**config.mk**
```make
export PLATFORM = sky130hd
export DESIGN_NAME = frame_rate_multiplier_governor_flat
export DESIGN_NICKNAME = d
export VERILOG_FILES = /design/src/rtl/frmg_pkg.sv /design/src/rtl/frmg_if.sv /design/src/rtl/frmg_div.sv /design/src/rtl/frmg_dpath.sv /design/src/rtl/frmg_ctrl.sv /design/src/rtl/frame_rate_multiplier_governor.sv /design/src/flat_wrapper.sv
export SDC_FILE = /design/constraint.sdc
export NUM_CORES = 1
export LEC_CHECK = 0
export BUFFER_PORTS_ARGS = -buffer_cell sky130_fd_sc_hd__buf_2
export CORE_ASPECT_RATIO = 1.2
export CORE_MARGIN = 2
export CORE_UTILIZATION = 45
export DETAILED_ROUTE_END_ITERATION = 6
export PLACE_DENSITY = 0.7
export SYNTH_ARGS = -nofsm -noshare
export SYNTH_HDL_FRONTEND = slang
export SYNTH_SLANG_ARGS = --single-unit
```
**constraint.sdc**
```tcl
create_clock -name clk -period 4.6 [get_ports clk]
set_input_delay 0.23 -clock clk [delete_from_list [all_inputs] [get_ports clk]]
set_output_delay 0.23 -clock clk [all_outputs]
set_load 0.01 [all_outputs]
```
**src/rtl/frmg_pkg.sv**
```systemverilog
// Package for the frame-rate multiplier governor: sizes, limits, register codes and types.
`default_nettype none

package frmg_pkg;

  // Ring and datapath sizes
  localparam int RING_DEPTH = 16;
  localparam int SLOT_W     = $clog2(RING_DEPTH);
  localparam int COUNT_W    = $clog2(RING_DEPTH + 1);
  localparam int RATE_W     = 16;
  localparam int SUM_W      = $clog2(RING_DEPTH * ((1 << RATE_W) - 1) + 1);
  localparam int STEP_W     = $clog2(SUM_W);
  localparam int MULT_W     = 3;
  localparam int USER_W     = 4;
  localparam int FRAMES_W   = 3;
  localparam int CFG_IDX_W  = 8;
  localparam int CFG_DATA_W = 16;

  // Rate limits in 1/16 frames per second
  localparam logic [RATE_W-1:0] RATE_LOW_LIMIT  = 16'd320;
  localparam logic [RATE_W-1:0] RATE_MID_LIMIT  = 16'd640;
  localparam logic [RATE_W-1:0] RATE_HIGH_LIMIT = 16'd1120;
  localparam logic [COUNT_W-1:0] MIN_HISTORY    = COUNT_W'(3);

  // Multiplier codes and bounds
  localparam logic [MULT_W-1:0] MULT_TWO   = 3'd2;
  localparam logic [MULT_W-1:0] MULT_THREE = 3'd3;
  localparam logic [MULT_W-1:0] MULT_FOUR  = 3'd4;
  localparam logic [FRAMES_W-1:0] FRAMES_MAX = 3'd7;

  // Register reset values
  localparam logic [RATE_W-1:0] THRESHOLD_RESET = 16'd1920;
  localparam logic [USER_W-1:0] USER_MULT_RESET = 4'd2;

  // Register indexes
  localparam logic [CFG_IDX_W-1:0] REG_ADAPTIVE_ENABLE    = 8'd0;
  localparam logic [CFG_IDX_W-1:0] REG_AUTO_OFF_ENABLE    = 8'd1;
  localparam logic [CFG_IDX_W-1:0] REG_AUTO_OFF_THRESHOLD = 8'd2;
  localparam logic [CFG_IDX_W-1:0] REG_USER_MULTIPLIER    = 8'd3;

  // Channel payloads
  typedef struct packed {
    logic [RATE_W-1:0] rate_sample;
  } in_item_t;

  typedef struct packed {
    logic                decision_valid;
    logic [RATE_W-1:0]   rolling_average;
    logic [MULT_W-1:0]   adaptive_multiplier;
    logic                forced_off;
    logic [FRAMES_W-1:0] frames_to_generate;
    logic                settings_changed;
  } out_item_t;

  typedef struct packed {
    logic [CFG_IDX_W-1:0]  reg_index;
    logic [CFG_DATA_W-1:0] wdata;
  } cfg_item_t;

  // Controller to datapath commands
  typedef struct packed {
    logic capture;
    logic update;
    logic div_start;
    logic div_step;
    logic decide;
    logic no_decision;
    logic out_load;
  } ctrl_cmd_t;

  // Datapath to controller status
  typedef struct packed {
    logic go;
    logic out_free;
  } dp_status_t;

endpackage

`default_nettype wire

```
**src/rtl/frmg_if.sv**
```systemverilog
// Channel interfaces of the governor: sample input, result output and register writes.
`default_nettype none

interface frmg_in_if;
  logic               valid;
  logic               ready;
  frmg_pkg::in_item_t data;
  modport source (output valid, output data, input ready);
  modport sink   (input valid, input data, output ready);
endinterface

interface frmg_out_if;
  logic                valid;
  logic                ready;
  frmg_pkg::out_item_t data;
  modport source (output valid, output data, input ready);
  modport sink   (input valid, input data, output ready);
endinterface

interface frmg_cfg_if;
  logic                valid;
  logic                ready;
  frmg_pkg::cfg_item_t data;
  modport source (output valid, output data, input ready);
  modport sink   (input valid, input data, output ready);
endinterface

`default_nettype wire

```
**src/rtl/frmg_div.sv**
```systemverilog
// Restoring serial divider: one quotient bit per step, sum over fill count.
`default_nettype none

module frmg_div (
  input  wire logic                         clk,
  input  wire logic                         start,
  input  wire logic                         step,
  input  wire logic [frmg_pkg::SUM_W-1:0]   dividend,
  input  wire logic [frmg_pkg::COUNT_W-1:0] divisor,
  output logic      [frmg_pkg::SUM_W-1:0]   quotient
);

  logic [frmg_pkg::COUNT_W-1:0] rem_r;
  logic [frmg_pkg::COUNT_W-1:0] rem_nxt;
  logic [frmg_pkg::SUM_W-1:0]   quo_r;
  logic [frmg_pkg::SUM_W-1:0]   quo_nxt;
  logic [frmg_pkg::COUNT_W:0]   trial;
  logic [frmg_pkg::COUNT_W:0]   diff;
  logic                         fits;

  // Shift in the next dividend bit and try one subtraction
  always_comb begin
    trial   = {rem_r, quo_r[frmg_pkg::SUM_W-1]};
    diff    = trial - {1'b0, divisor};
    fits    = (trial >= {1'b0, divisor});
    rem_nxt = fits ? diff[frmg_pkg::COUNT_W-1:0] : trial[frmg_pkg::COUNT_W-1:0];
    quo_nxt = {quo_r[frmg_pkg::SUM_W-2:0], fits};
  end

  // Load on start, advance one bit per step
  always_ff @(posedge clk) begin
    if (start) begin
      rem_r <= '0;
      quo_r <= dividend;
    end else if (step) begin
      rem_r <= rem_nxt;
      quo_r <= quo_nxt;
    end
  end

  assign quotient = quo_r;

endmodule

`default_nettype wire

```
**src/rtl/frmg_dpath.sv**
```systemverilog
// Governor datapath: registers, sample ring, running sum, divider, decision and result register.
`default_nettype none

module frmg_dpath (
  input  wire logic                   clk,
  input  wire logic                   rst_n,
  input  wire frmg_pkg::ctrl_cmd_t    cmd,
  output frmg_pkg::dp_status_t        status,
  input  wire frmg_pkg::in_item_t     in_data,
  input  wire logic                   cfg_valid,
  input  wire frmg_pkg::cfg_item_t    cfg_data,
  output logic                        out_valid,
  input  wire logic                   out_ready,
  output frmg_pkg::out_item_t         out_data
);

  // Configuration registers
  logic                            adaptive_r;
  logic                            auto_off_r;
  logic [frmg_pkg::RATE_W-1:0]     threshold_r;
  logic [frmg_pkg::USER_W-1:0]     user_mult_r;

  // Ring memory and its bookkeeping
  logic [frmg_pkg::RATE_W-1:0]     ring_mem [frmg_pkg::RING_DEPTH];
  logic [frmg_pkg::RATE_W-1:0]     rd_data_r;
  logic [frmg_pkg::SLOT_W-1:0]     slot_r;
  logic [frmg_pkg::COUNT_W-1:0]    count_r;
  logic [frmg_pkg::SUM_W-1:0]      sum_r;
  logic [frmg_pkg::RATE_W-1:0]     sample_r;
  logic [frmg_pkg::RATE_W-1:0]     oldest;
  logic                            ring_full;

  // Decision state
  logic [frmg_pkg::MULT_W-1:0]     chosen_r;
  logic                            off_r;
  logic                            dec_valid_r;
  logic [frmg_pkg::RATE_W-1:0]     mean_r;
  logic                            changed_r;

  // Divider and decision logic
  logic [frmg_pkg::SUM_W-1:0]      quotient;
  logic [frmg_pkg::RATE_W-1:0]     mean;
  logic [frmg_pkg::MULT_W-1:0]     pick;
  logic                            want_off;
  logic [frmg_pkg::USER_W-1:0]     effective;
  logic [frmg_pkg::USER_W-1:0]     eff_less;
  logic [frmg_pkg::FRAMES_W-1:0]   frames;

  // Result register
  logic                            out_valid_r;
  frmg_pkg::out_item_t             out_data_r;

  // Take register writes; unknown indexes are dropped
  always_ff @(posedge clk) begin
    if (!rst_n) begin
      adaptive_r  <= 1'b0;
      auto_off_r  <= 1'b0;
      threshold_r <= frmg_pkg::THRESHOLD_RESET;
      user_mult_r <= frmg_pkg::USER_MULT_RESET;
    end else if (cfg_valid) begin
      unique case (cfg_data.reg_index)
        frmg_pkg::REG_ADAPTIVE_ENABLE:    adaptive_r  <= cfg_data.wdata[0];
        frmg_pkg::REG_AUTO_OFF_ENABLE:    auto_off_r  <= cfg_data.wdata[0];
        frmg_pkg::REG_AUTO_OFF_THRESHOLD: threshold_r <= cfg_data.wdata[frmg_pkg::RATE_W-1:0];
        frmg_pkg::REG_USER_MULTIPLIER:    user_mult_r <= cfg_data.wdata[frmg_pkg::USER_W-1:0];
        default: ;
      endcase
    end
  end

  // Read the slot about to be overwritten; write the new sample on update
  always_ff @(posedge clk) begin
    rd_data_r <= ring_mem[slot_r];
    if (cmd.update) begin
      ring_mem[slot_r] <= sample_r;
    end
  end

  // Entries beyond the fill count were never written and count as zero
  assign ring_full = (count_r == frmg_pkg::COUNT_W'(frmg_pkg::RING_DEPTH));
  assign oldest    = ring_full ? rd_data_r : '0;

  // Hold the sample; advance slot, count and sum
  always_ff @(posedge clk) begin
    if (!rst_n) begin
      slot_r  <= '0;
      count_r <= '0;
      sum_r   <= '0;
    end else if (cmd.update) begin
      sum_r <= sum_r - frmg_pkg::SUM_W'(oldest) + frmg_pkg::SUM_W'(sample_r);
      if (slot_r == frmg_pkg::SLOT_W'(frmg_pkg::RING_DEPTH - 1)) begin
        slot_r <= '0;
      end else begin
        slot_r <= slot_r + 1'b1;
      end
      if (!ring_full) begin
        count_r <= count_r + 1'b1;
      end
    end
  end

  always_ff @(posedge clk) begin
    if (cmd.capture) begin
      sample_r <= in_data.rate_sample;
    end
  end

  frmg_div u_div (
    .clk      (clk),
    .start    (cmd.div_start),
    .step     (cmd.div_step),
    .dividend (sum_r),
    .divisor  (count_r),
    .quotient (quotient)
  );

  // Map the mean to a multiplier and test the threshold
  always_comb begin
    mean = quotient[frmg_pkg::RATE_W-1:0];
    if (mean <= frmg_pkg::RATE_LOW_LIMIT) begin
      pick = frmg_pkg::MULT_FOUR;
    end else if (mean <= frmg_pkg::RATE_MID_LIMIT) begin
      pick = frmg_pkg::MULT_THREE;
    end else if (mean <= frmg_pkg::RATE_HIGH_LIMIT) begin
      pick = frmg_pkg::MULT_TWO;
    end else if (user_mult_r < frmg_pkg::USER_W'(frmg_pkg::MULT_TWO)) begin
      pick = frmg_pkg::MULT_TWO;
    end else if (user_mult_r > frmg_pkg::USER_W'(frmg_pkg::MULT_FOUR)) begin
      pick = frmg_pkg::MULT_FOUR;
    end else begin
      pick = user_mult_r[frmg_pkg::MULT_W-1:0];
    end
    want_off = auto_off_r && (mean > threshold_r);
  end

  // Record the decision, or clear it when none is taken
  always_ff @(posedge clk) begin
    if (!rst_n) begin
      chosen_r    <= '0;
      off_r       <= 1'b0;
      dec_valid_r <= 1'b0;
      mean_r      <= '0;
      changed_r   <= 1'b0;
    end else if (cmd.decide) begin
      chosen_r    <= pick;
      off_r       <= want_off;
      dec_valid_r <= 1'b1;
      mean_r      <= mean;
      changed_r   <= (pick != chosen_r) || (want_off != off_r);
    end else if (cmd.no_decision) begin
      dec_valid_r <= 1'b0;
      mean_r      <= '0;
      changed_r   <= 1'b0;
    end
  end

  // Effective multiplier less one, saturated to the field
  always_comb begin
    if (adaptive_r && (chosen_r >= frmg_pkg::MULT_TWO)) begin
      effective = frmg_pkg::USER_W'(chosen_r);
    end else begin
      effective = user_mult_r;
    end
    eff_less = effective - 1'b1;
    if (effective == '0) begin
      frames = '0;
    end else if (eff_less > frmg_pkg::USER_W'(frmg_pkg::FRAMES_MAX)) begin
      frames = frmg_pkg::FRAMES_MAX;
    end else begin
      frames = eff_less[frmg_pkg::FRAMES_W-1:0];
    end
  end

  // Result register: load a new beat, drop it once taken
  always_ff @(posedge clk) begin
    if (!rst_n) begin
      out_valid_r <= 1'b0;
    end else if (cmd.out_load) begin
      out_valid_r <= 1'b1;
    end else if (out_ready) begin
      out_valid_r <= 1'b0;
    end
  end

  always_ff @(posedge clk) begin
    if (cmd.out_load) begin
      out_data_r.decision_valid      <= dec_valid_r;
      out_data_r.rolling_average     <= mean_r;
      out_data_r.adaptive_multiplier <= chosen_r;
      out_data_r.forced_off          <= off_r;
      out_data_r.frames_to_generate  <= frames;
      out_data_r.settings_changed    <= changed_r;
    end
  end

  assign status.go       = adaptive_r && (count_r >= frmg_pkg::MIN_HISTORY);
  assign status.out_free = !out_valid_r || out_ready;
  assign out_valid       = out_valid_r;
  assign out_data        = out_data_r;

endmodule

`default_nettype wire

```
**src/rtl/frmg_ctrl.sv**
```systemverilog
// Governor controller: sequences capture, ring update, division, decision and result load.
`default_nettype none

module frmg_ctrl (
  input  wire logic                 clk,
  input  wire logic                 rst_n,
  input  wire logic                 in_valid,
  output logic                      in_ready,
  input  wire frmg_pkg::dp_status_t status,
  output frmg_pkg::ctrl_cmd_t       cmd
);

  typedef enum logic [2:0] {
    ST_IDLE,
    ST_UPDATE,
    ST_CHECK,
    ST_DIVIDE,
    ST_DECIDE,
    ST_FINISH
  } state_t;

  state_t                      state_r;
  state_t                      state_nxt;
  logic [frmg_pkg::STEP_W-1:0] step_r;
  logic [frmg_pkg::STEP_W-1:0] step_nxt;
  logic                        last_step;

  assign last_step = (step_r == frmg_pkg::STEP_W'(frmg_pkg::SUM_W - 1));

  // Decode commands and next state
  always_comb begin
    state_nxt = state_r;
    step_nxt  = step_r;
    cmd       = '0;
    in_ready  = 1'b0;
    unique case (state_r)
      ST_IDLE: begin
        in_ready = 1'b1;
        if (in_valid) begin
          cmd.capture = 1'b1;
          state_nxt   = ST_UPDATE;
        end
      end
      ST_UPDATE: begin
        cmd.update = 1'b1;
        state_nxt  = ST_CHECK;
      end
      ST_CHECK: begin
        if (status.go) begin
          cmd.div_start = 1'b1;
          step_nxt      = '0;
          state_nxt     = ST_DIVIDE;
        end else begin
          cmd.no_decision = 1'b1;
          state_nxt       = ST_FINISH;
        end
      end
      ST_DIVIDE: begin
        cmd.div_step = 1'b1;
        step_nxt     = step_r + 1'b1;
        if (last_step) begin
          state_nxt = ST_DECIDE;
        end
      end
      ST_DECIDE: begin
        cmd.decide = 1'b1;
        state_nxt  = ST_FINISH;
      end
      ST_FINISH: begin
        if (status.out_free) begin
          cmd.out_load = 1'b1;
          state_nxt    = ST_IDLE;
        end
      end
      default: begin
        state_nxt = ST_IDLE;
      end
    endcase
  end

  // Hold state and step count
  always_ff @(posedge clk) begin
    if (!rst_n) begin
      state_r <= ST_IDLE;
      step_r  <= '0;
    end else begin
      state_r <= state_nxt;
      step_r  <= step_nxt;
    end
  end

endmodule

`default_nettype wire

```
**src/rtl/frame_rate_multiplier_governor.sv**
```systemverilog
// Frame-rate multiplier governor: one rate sample in, one decision result out.
// Flow: capture, ring update, then division and decision when one is taken, result load.
// Throughput: set by the serial divider, one quotient bit a cycle; no new sample is taken
//   before the result of the last one is loaded into the output register.
// A finished result waits in the output register while the next sample is taken.
// Reset (rst_n low, synchronous) clears ring fill count, sum, decision and registers
//   to their defaults at once; no clearing pass is needed.
`default_nettype none

module frame_rate_multiplier_governor (
  input  wire logic  clk,
  input  wire logic  rst_n,
  frmg_in_if.sink    in_ch,
  frmg_out_if.source out_ch,
  frmg_cfg_if.sink   cfg_ch
);

  frmg_pkg::ctrl_cmd_t  cmd;
  frmg_pkg::dp_status_t status;
  logic                 in_ready;

  // Register writes are always taken
  assign cfg_ch.ready = 1'b1;
  assign in_ch.ready  = in_ready;

  frmg_ctrl u_ctrl (
    .clk      (clk),
    .rst_n    (rst_n),
    .in_valid (in_ch.valid),
    .in_ready (in_ready),
    .status   (status),
    .cmd      (cmd)
  );

  frmg_dpath u_dpath (
    .clk       (clk),
    .rst_n     (rst_n),
    .cmd       (cmd),
    .status    (status),
    .in_data   (in_ch.data),
    .cfg_valid (cfg_ch.valid),
    .cfg_data  (cfg_ch.data),
    .out_valid (out_ch.valid),
    .out_ready (out_ch.ready),
    .out_data  (out_ch.data)
  );

endmodule

`default_nettype wire
```
**src/flat_wrapper.sv**
```systemverilog
// flat-port wrapper written by rule: the top's interface ports become plain ports
module frame_rate_multiplier_governor_flat 
  (clk, rst_n, in_ch_valid, in_ch_data, in_ch_ready, out_ch_valid, out_ch_data, out_ch_ready, cfg_ch_valid, cfg_ch_data, cfg_ch_ready);
  frmg_in_if in_ch_i ();
  frmg_out_if out_ch_i ();
  frmg_cfg_if cfg_ch_i ();
  input  wire logic clk;
  input  wire logic rst_n;
  input wire logic [$bits(in_ch_i.valid)-1:0] in_ch_valid;
  input wire logic [$bits(in_ch_i.data)-1:0] in_ch_data;
  output wire logic [$bits(in_ch_i.ready)-1:0] in_ch_ready;
  output wire logic [$bits(out_ch_i.valid)-1:0] out_ch_valid;
  output wire logic [$bits(out_ch_i.data)-1:0] out_ch_data;
  input wire logic [$bits(out_ch_i.ready)-1:0] out_ch_ready;
  input wire logic [$bits(cfg_ch_i.valid)-1:0] cfg_ch_valid;
  input wire logic [$bits(cfg_ch_i.data)-1:0] cfg_ch_data;
  output wire logic [$bits(cfg_ch_i.ready)-1:0] cfg_ch_ready;
  assign in_ch_i.valid = in_ch_valid;
  assign in_ch_i.data = in_ch_data;
  assign in_ch_ready = in_ch_i.ready;
  assign out_ch_valid = out_ch_i.valid;
  assign out_ch_data = out_ch_i.data;
  assign out_ch_i.ready = out_ch_ready;
  assign cfg_ch_i.valid = cfg_ch_valid;
  assign cfg_ch_i.data = cfg_ch_data;
  assign cfg_ch_ready = cfg_ch_i.ready;
  frame_rate_multiplier_governor u_core (.clk(clk), .rst_n(rst_n), .in_ch(in_ch_i), .out_ch(out_ch_i), .cfg_ch(cfg_ch_i));
endmodule
```
# Word level (Yosys, flattened, before mapping)
# Memories as Yosys holds them, arrays and structs flattened. A register that Yosys moved wholly into a read port is not among the register bits.
# Index checks and enable logic that the tools add are counted.
[totals] regBits=148 ram_bits=256 input_bits=45 elab_cells=120 mem_count=1
[classes] add_sub_neg=7 magnitude_cmp=10 n_eq_ne=17 n_mux=40 n_bitwise=1 reduce_logical=20
[memory_table] memory="u_core.u_dpath.ring_mem" depth=16 width=16 read_ports=1 rd_clocked_by_memory_dff=1 wr=1 line="frmg_dpath.sv:24" source="logic [frmg_pkg::RATE_W-1:0] ring_mem [frmg_pkg::RING_DEPTH];"
[op_table] op="$mux W16" n=3
[op_table] op="$mux W20" n=2
[op_table] op="$mux W3" n=10
[op_table] op="$add A20 B16 Y20" n=1
[op_table] op="$sub A20 B16 Y20" n=1
[op_table] op="$mux W1" n=19
[op_table] op="$pmux W3 S6" n=1
[op_table] op="$eq A8 B2 Y1 const B" n=2
[op_table] op="$gt A16 B16 Y1" n=1
[op_table] op="$le A16 B10 Y1 const B" n=1
[op_table] op="$le A16 B11 Y1 const B" n=1
[op_table] op="$le A16 B9 Y1 const B" n=1
[op_table] op="$reduce_and A2 Y1" n=6
[op_table] op="$add A5 B1 Y5 const B" n=2
[op_table] op="$eq A5 B5 Y1 const B" n=2
[op_table] op="$mux W5" n=2
[op_table] op="$pmux W5 S2" n=1
[op_table] op="$eq A8 B1 Y1 const B" n=1
[op_table] op="$gt A4 B3 Y1 const B" n=2
[op_table] op="$logic_not A8 Y1" n=1
[op_table] op="$mux W4" n=2
[op_table] op="$reduce_bool A2 Y1" n=4
[op_table] op="$eq A3 B2 Y1 const B" n=2
[op_table] op="$eq A3 B3 Y1 const B" n=2
[op_table] op="20 further kinds" n=25

# Logic depth before layout (Yosys ltp)
[depth] ltp_word=9 ltp_mapped=17 mapped_depth_nobuf=16

# Cells and area by module
# A second synthesis with hierarchy kept.
[hier_totals] cells_unflattened=1237 hier_area_um2=18186.2
[modules_own_cells] mod="frmg_dpath" instances=1 cells_each=1073 area_per_inst_um2=16313.1 seq_area_each_um2=10720.3
[modules_own_cells] mod="frmg_div" instances=1 cells_each=101 area_per_inst_um2=1313.8 seq_area_each_um2=700.7
[modules_own_cells] mod="frmg_ctrl" instances=1 cells_each=61 area_per_inst_um2=548.0 seq_area_each_um2=160.2
[modules_own_cells] mod="frame_rate_multiplier_governor" instances=1 cells_each=2 area_per_inst_um2=11.3 seq_area_each_um2=0.0

# Worst setup path after synthesis
# No wires, ideal clock.
[synth_timing] path_type="register -> register" from="reg u_core.u_dpath.count_r[1] (netlist bit)" to="reg u_core.u_dpath.sum_r[16] (netlist bit)" t_arrival_ns=3.294 slack_ns=1.175 path_stages_with_launch=16 path_buffers=1 synth_period_minus_slack_ns=3.425 path_cell_list="dfxtp_1 inv_1 ha_1 nand2_1 nor3_1 clkbuf_1 and2_1 fa_1 inv_1 ha_1 a2111o_1 a21oi_1 o21ai_1 a31oi_1 nand2b_1 o211ai_1"
[synth_via] elab_chain_len=4
[synth_rtl] element="start: declaration" line="frmg_dpath.sv:27" source="logic [frmg_pkg::COUNT_W-1:0] count_r;"
[synth_rtl] element="start signal: assignment" line="frmg_dpath.sv:97" source="count_r <= count_r + 1'b1;"
[synth_rtl] element="$eq A5 B5 Y1" line="frmg_dpath.sv:80" source="assign ring_full = (count_r == frmg_pkg::COUNT_W'(frmg_pkg::RING_DEPTH));"
[synth_rtl] element="$mux W16" line="frmg_dpath.sv:81" source="assign oldest = ring_full ? rd_data_r : '0;"
[synth_rtl] element="$sub A20 B16 Y20" line="frmg_dpath.sv:90" source="sum_r <= sum_r - frmg_pkg::SUM_W'(oldest) + frmg_pkg::SUM_W'(sample_r);"
[synth_rtl] element="$add A20 B16 Y20" line="frmg_dpath.sv:90"
[synth_rtl] element="end signal: assignment" line="frmg_dpath.sv:90"
[synth_rtl] element="end: declaration" line="frmg_dpath.sv:28" source="logic [frmg_pkg::SUM_W-1:0] sum_r;"
# No other way between the ends.
# A chain may end at the register's enable or synchronous reset.

# Worst setup path after layout
# Ends and elaborated chain as after synthesis.

==> impl_metrics.tcl <==
set metrics [dict create \
    status "finished, final reports clean" \
    max-slew-margin-rel_pct 17.0 \
    syn_inst 1262 \
    cpPeakStageDelay_ns 0.48 \
    rsz0062_at_grt "false" \
    synth_cell_type_count 65 \
    synth_area_sq_um 18100 \
    grt_first_pass_wirelength_um 56300 \
    grt_pass1_vias 10300 \
    ys.warnings.count 0 \
    fp.dieW_um 187 \
    ctsRootBufferMaster "clkbuf_16" \
    syn-num-nets 1374 \
    cts_max_path_buffers 3 \
    crit_type "reg -> reg" \
    critPathSlowestCell "fa_1" \
    leakage_nw 7.33 \
    dr.first_iter.drc_count 594 \
    rows 80 \
    ys_ff_latch 420 \
    hold_path_depth 3 \
    use_met1_pct 21.3 \
    cts_made_buffers 42 \
    end_kind "flip-flop" \
    routabilityCongestion 0.787 \
    routed_via_density 5.32 \
    crit_arrival_ns 4.36 \
    post-cts-setup-buffer-count 0 \
    critPathMaxFanout 17 \
    power_density_nw_per_um2 467 \
    wirelength_um 35600 \
    post-route-cell-area_sq_um 20800 \
    tns_ns 0 \
    drc_errors 0 \
    ant_nets 0 \
    initial_core_util_pct 45.5 \
    rrSetupSlack_ns 0.66 \
    vias 10300 \
    seq_area_frac_synth_pct 64.1 \
    post-dp-hpwl_um 22500 \
    crit_chain "inv_1, ha_1, nand2_1, nor3_1, buf_4, and2_1, fa_1, inv_1, fa_1, a21o_1, a21o_1, a21oi_1, o21ai_1, a31oi_1, nand2b_1, o211ai_1" \
    clkSlewWorstSetupHoldPaths_ns 0.07 \
    irDropWorstVdd_uv 416 \
    busiest_layer "met2" \
    clock_sink_count 420 \
    holdPathEnd "u_core.u_dpath.out_valid$_SDFFE_PN0P_" \
    setup.worst_path.start_class "flip-flop" \
    placed_cell_area_sq_um 19100 \
    max_freq_mhz 254 \
    h-tree-depth 2 \
    fin_crit_sh_pct 85.6 \
    core_area_sq_um 39700 \
    cap_violations 0 \
    grt_util_met2_pct 30.5 \
    antenna_found_initial 0 \
    dr.pass1.iters 5 \
    hold_path.class "in -> reg" \
    grt-ovfl-total 0 \
    clk-insertion-delay-late_ns 0.56 \
    dp.cells 1832 \
    r2r_start "u_core.u_dpath.count_r[1]$_SDFFE_PN0P_" \
    drive_above_1_share_pct 18.1 \
    rr_endpoint "u_core.u_dpath.sum_r[16]$_SDFFE_PN0P_" \
    critPathTopFamily "compound AO/OA/AOI/OAI gates" \
    multiInputGateArea_sq_um 5890 \
    final_nets 1488 \
    regArea_sq_um 11600 \
    period_needed_ns 3.94 \
    finClkSkew_ns 0.0173 \
    grt_max_degree 53 \
    crit_required_ns 5.02 \
    portBuffers 71 \
    syn_area_per_cell_sq_um 14.3 \
    die_area_sq_um 41800 \
    met3_usage_pct 2.96 \
    hold_viol 0 \
    fillers 3257 \
    finalSetupViolCount 0 \
    wire_per_inst_um 18.3 \
    cts_tree "yes" \
    async_flop_share_pct 0 \
    grt.total_usage_pct 17.2 \
    worst_pin_slew_ns 1.24 \
    ios 73 \
    worstRegToRegCells 16 \
    drv_slew 0 \
    p_total_mw 9.70 \
    critPathLaunch "u_core.u_dpath.count_r[1]$_SDFFE_PN0P_" \
    synth-main-ff-cell "edfxtp_1" \
    synth_edf_count 317 \
    area_growth_pct 14.8 \
    layout.cells.non_filler 1941 \
    hp-start "out_ch_ready" \
    critPathBufInv 3 \
    diodes 0 \
    die_y_um 224 \
]
synth_stat cells, drive strengths merged (12+ instances only):
cell type  number  area share (%)
nor2           45            0.93
nand2b         12            0.42
buf            22            0.71
inv            97             2.0
nor2b          18            0.62
fa             17             1.9
clkbuf         37            0.77
mux4           80              10
nor3           16            0.44
and2           30             1.0
nand2         117             2.4
a21o           12            0.50
ha             50             3.5
nand3          39             1.1
o21ai          57             1.6
a21oi          35            0.99
xnor2          14            0.72
edfxtp        317              53
dfxtp         103              11
a21boi         38             1.6
how the worst max path moves through the flow:
stage          cells after the start  slack (ns)                                    end
2_1_floorplan                     15        1.17  u_core.u_dpath.sum_r[16]$_SDFFE_PN0P_
3_3_place_gp                      16        0.82  u_core.u_dpath.sum_r[16]$_SDFFE_PN0P_
3_5_place_dp                      16        0.71  u_core.u_dpath.sum_r[16]$_SDFFE_PN0P_
4_1_cts                           16        0.67  u_core.u_dpath.sum_r[16]$_SDFFE_PN0P_
5_1_grt                           16        0.41  u_core.u_dpath.sum_r[16]$_SDFFE_PN0P_
6_report                          16        0.66  u_core.u_dpath.sum_r[16]$_SDFFE_PN0P_
layer usage:
metal | vias up | routed length (um)
met1 | 5136 | 14900
li1 | 4900 | -
met5 | - | 0
met3 | 64 | 1520
met4 | 0 | 1030
met2 | 217 | 18200
worst reg2reg max path, cell delays in order, from the launching register on:
cell      delay [ns]
dfxtp_1         0.44
inv_1           0.11
ha_1            0.19
nand2_1         0.06
nor3_1          0.05
buf_4           0.19
and2_1          0.18
fa_1            0.48
inv_1           0.07
fa_1            0.46
a21o_1          0.19
a21o_1          0.21
a21oi_1         0.30
o21ai_1         0.17
a31oi_1         0.42
nand2b_1        0.17
o211ai_1        0.09
stage by stage:
stage / utilization [%] / hold WS [ns] / setup WS, ns
after global placement: 47.9 / 0.407 / 0.824
after global routing: 52.2 / 0.0666 / 0.411
after floorplan: - / 0.329 / 1.17
final: 52.2 / 0.0572 / 0.661
after detailed placement: 47.9 / 0.408 / 0.707
after CTS: 52.2 / 0.0196 / 0.669
state kept, by name (all words and copies together), names as in the netlist, 3 cells and up:
name	count
u_core.u_dpath.ring_mem	256
u_core.u_dpath.out_data	25
u_core.u_dpath.sum_r	20
u_core.u_dpath.u_div.quotient	20
u_core.u_dpath.mean_r	16
u_core.u_dpath.rd_data_r	16
u_core.u_dpath.sample_r	16
u_core.u_dpath.threshold_r	16
u_core.u_ctrl.step_r	5
u_core.u_dpath.count_r	5
u_core.u_dpath.u_div.rem_r	5
u_core.u_dpath.slot_r	4
u_core.u_dpath.user_mult_r	4
u_core.u_ctrl.state_r	3
u_core.u_dpath.chosen_r	3
cells by family (layout without fill, tap and decap cells):
family                   after synthesis  in the layout  share of synthesized area, %
AO/OA/AOI/OAI                        190            190                          6.86
XOR/XNOR                              25             25                          1.25
adder cells (fa/ha/maj)               67             67                          5.34
buffers and inverters                156            302                          3.50
flip-flops                           420            420                          64.1
multiplexers                          92             92                          10.6
other                                  1              1                        0.0207
AND/OR/NAND/NOR                      311            311                          8.33
cell usage in the layout, fill, tap and decap left out, types with 12 or more instances in the layout:
master,count
o21ai_0,51
inv_1,97
a21o_1,12
ha_1,50
a21oi_1,34
dfxtp_1,101
dlygate4sd3_1,33
clkbuf_16,42
fa_1,17
nand2b_1,12
nor2b_1,18
and2_1,30
xnor2_1,13
nor2_1,44
edfxtp_1,317
nand3_1,39
a21boi_0,25
a21boi_1,13
buf_4,25
nand2_1,117
mux4_2,80
buf_2,71
cell type report:
| cell class | instances | area share [%] |
|---|---|---|
| clock inverters | 24 | 1.40 |
| multi-input cells | 686 | 28.4 |
| well taps | 533 | 3.21 |
| repair buffers | 129 | 4.21 |
| inverters | 97 | 1.75 |
| flip-flops and latches | 420 | 55.8 |
| clock buffers | 52 | 5.24 |
repair_timing:
item | CTS | global route
resized for setup | 0 | 0
hold endpoints to repair | 39 | 0
endpoints found under the setup margin | 0 | 0
hold buffers | 33 | 0
power by group:
| part | total (mW) | internal (mW) | switching (mW) | leakage (nW) |
|---|---|---|---|---|
| registers | 4.56 | 4.32 | 0.234 | 3.71 |
| clock network | 3.41 | 1.98 | 1.42 | 0.682 |
| logic | 1.74 | 0.813 | 0.926 | 2.94 |
| total | 9.70 | 7.12 | 2.58 | 7.33 |
Note: power is estimated with default switching activity, not from simulation.
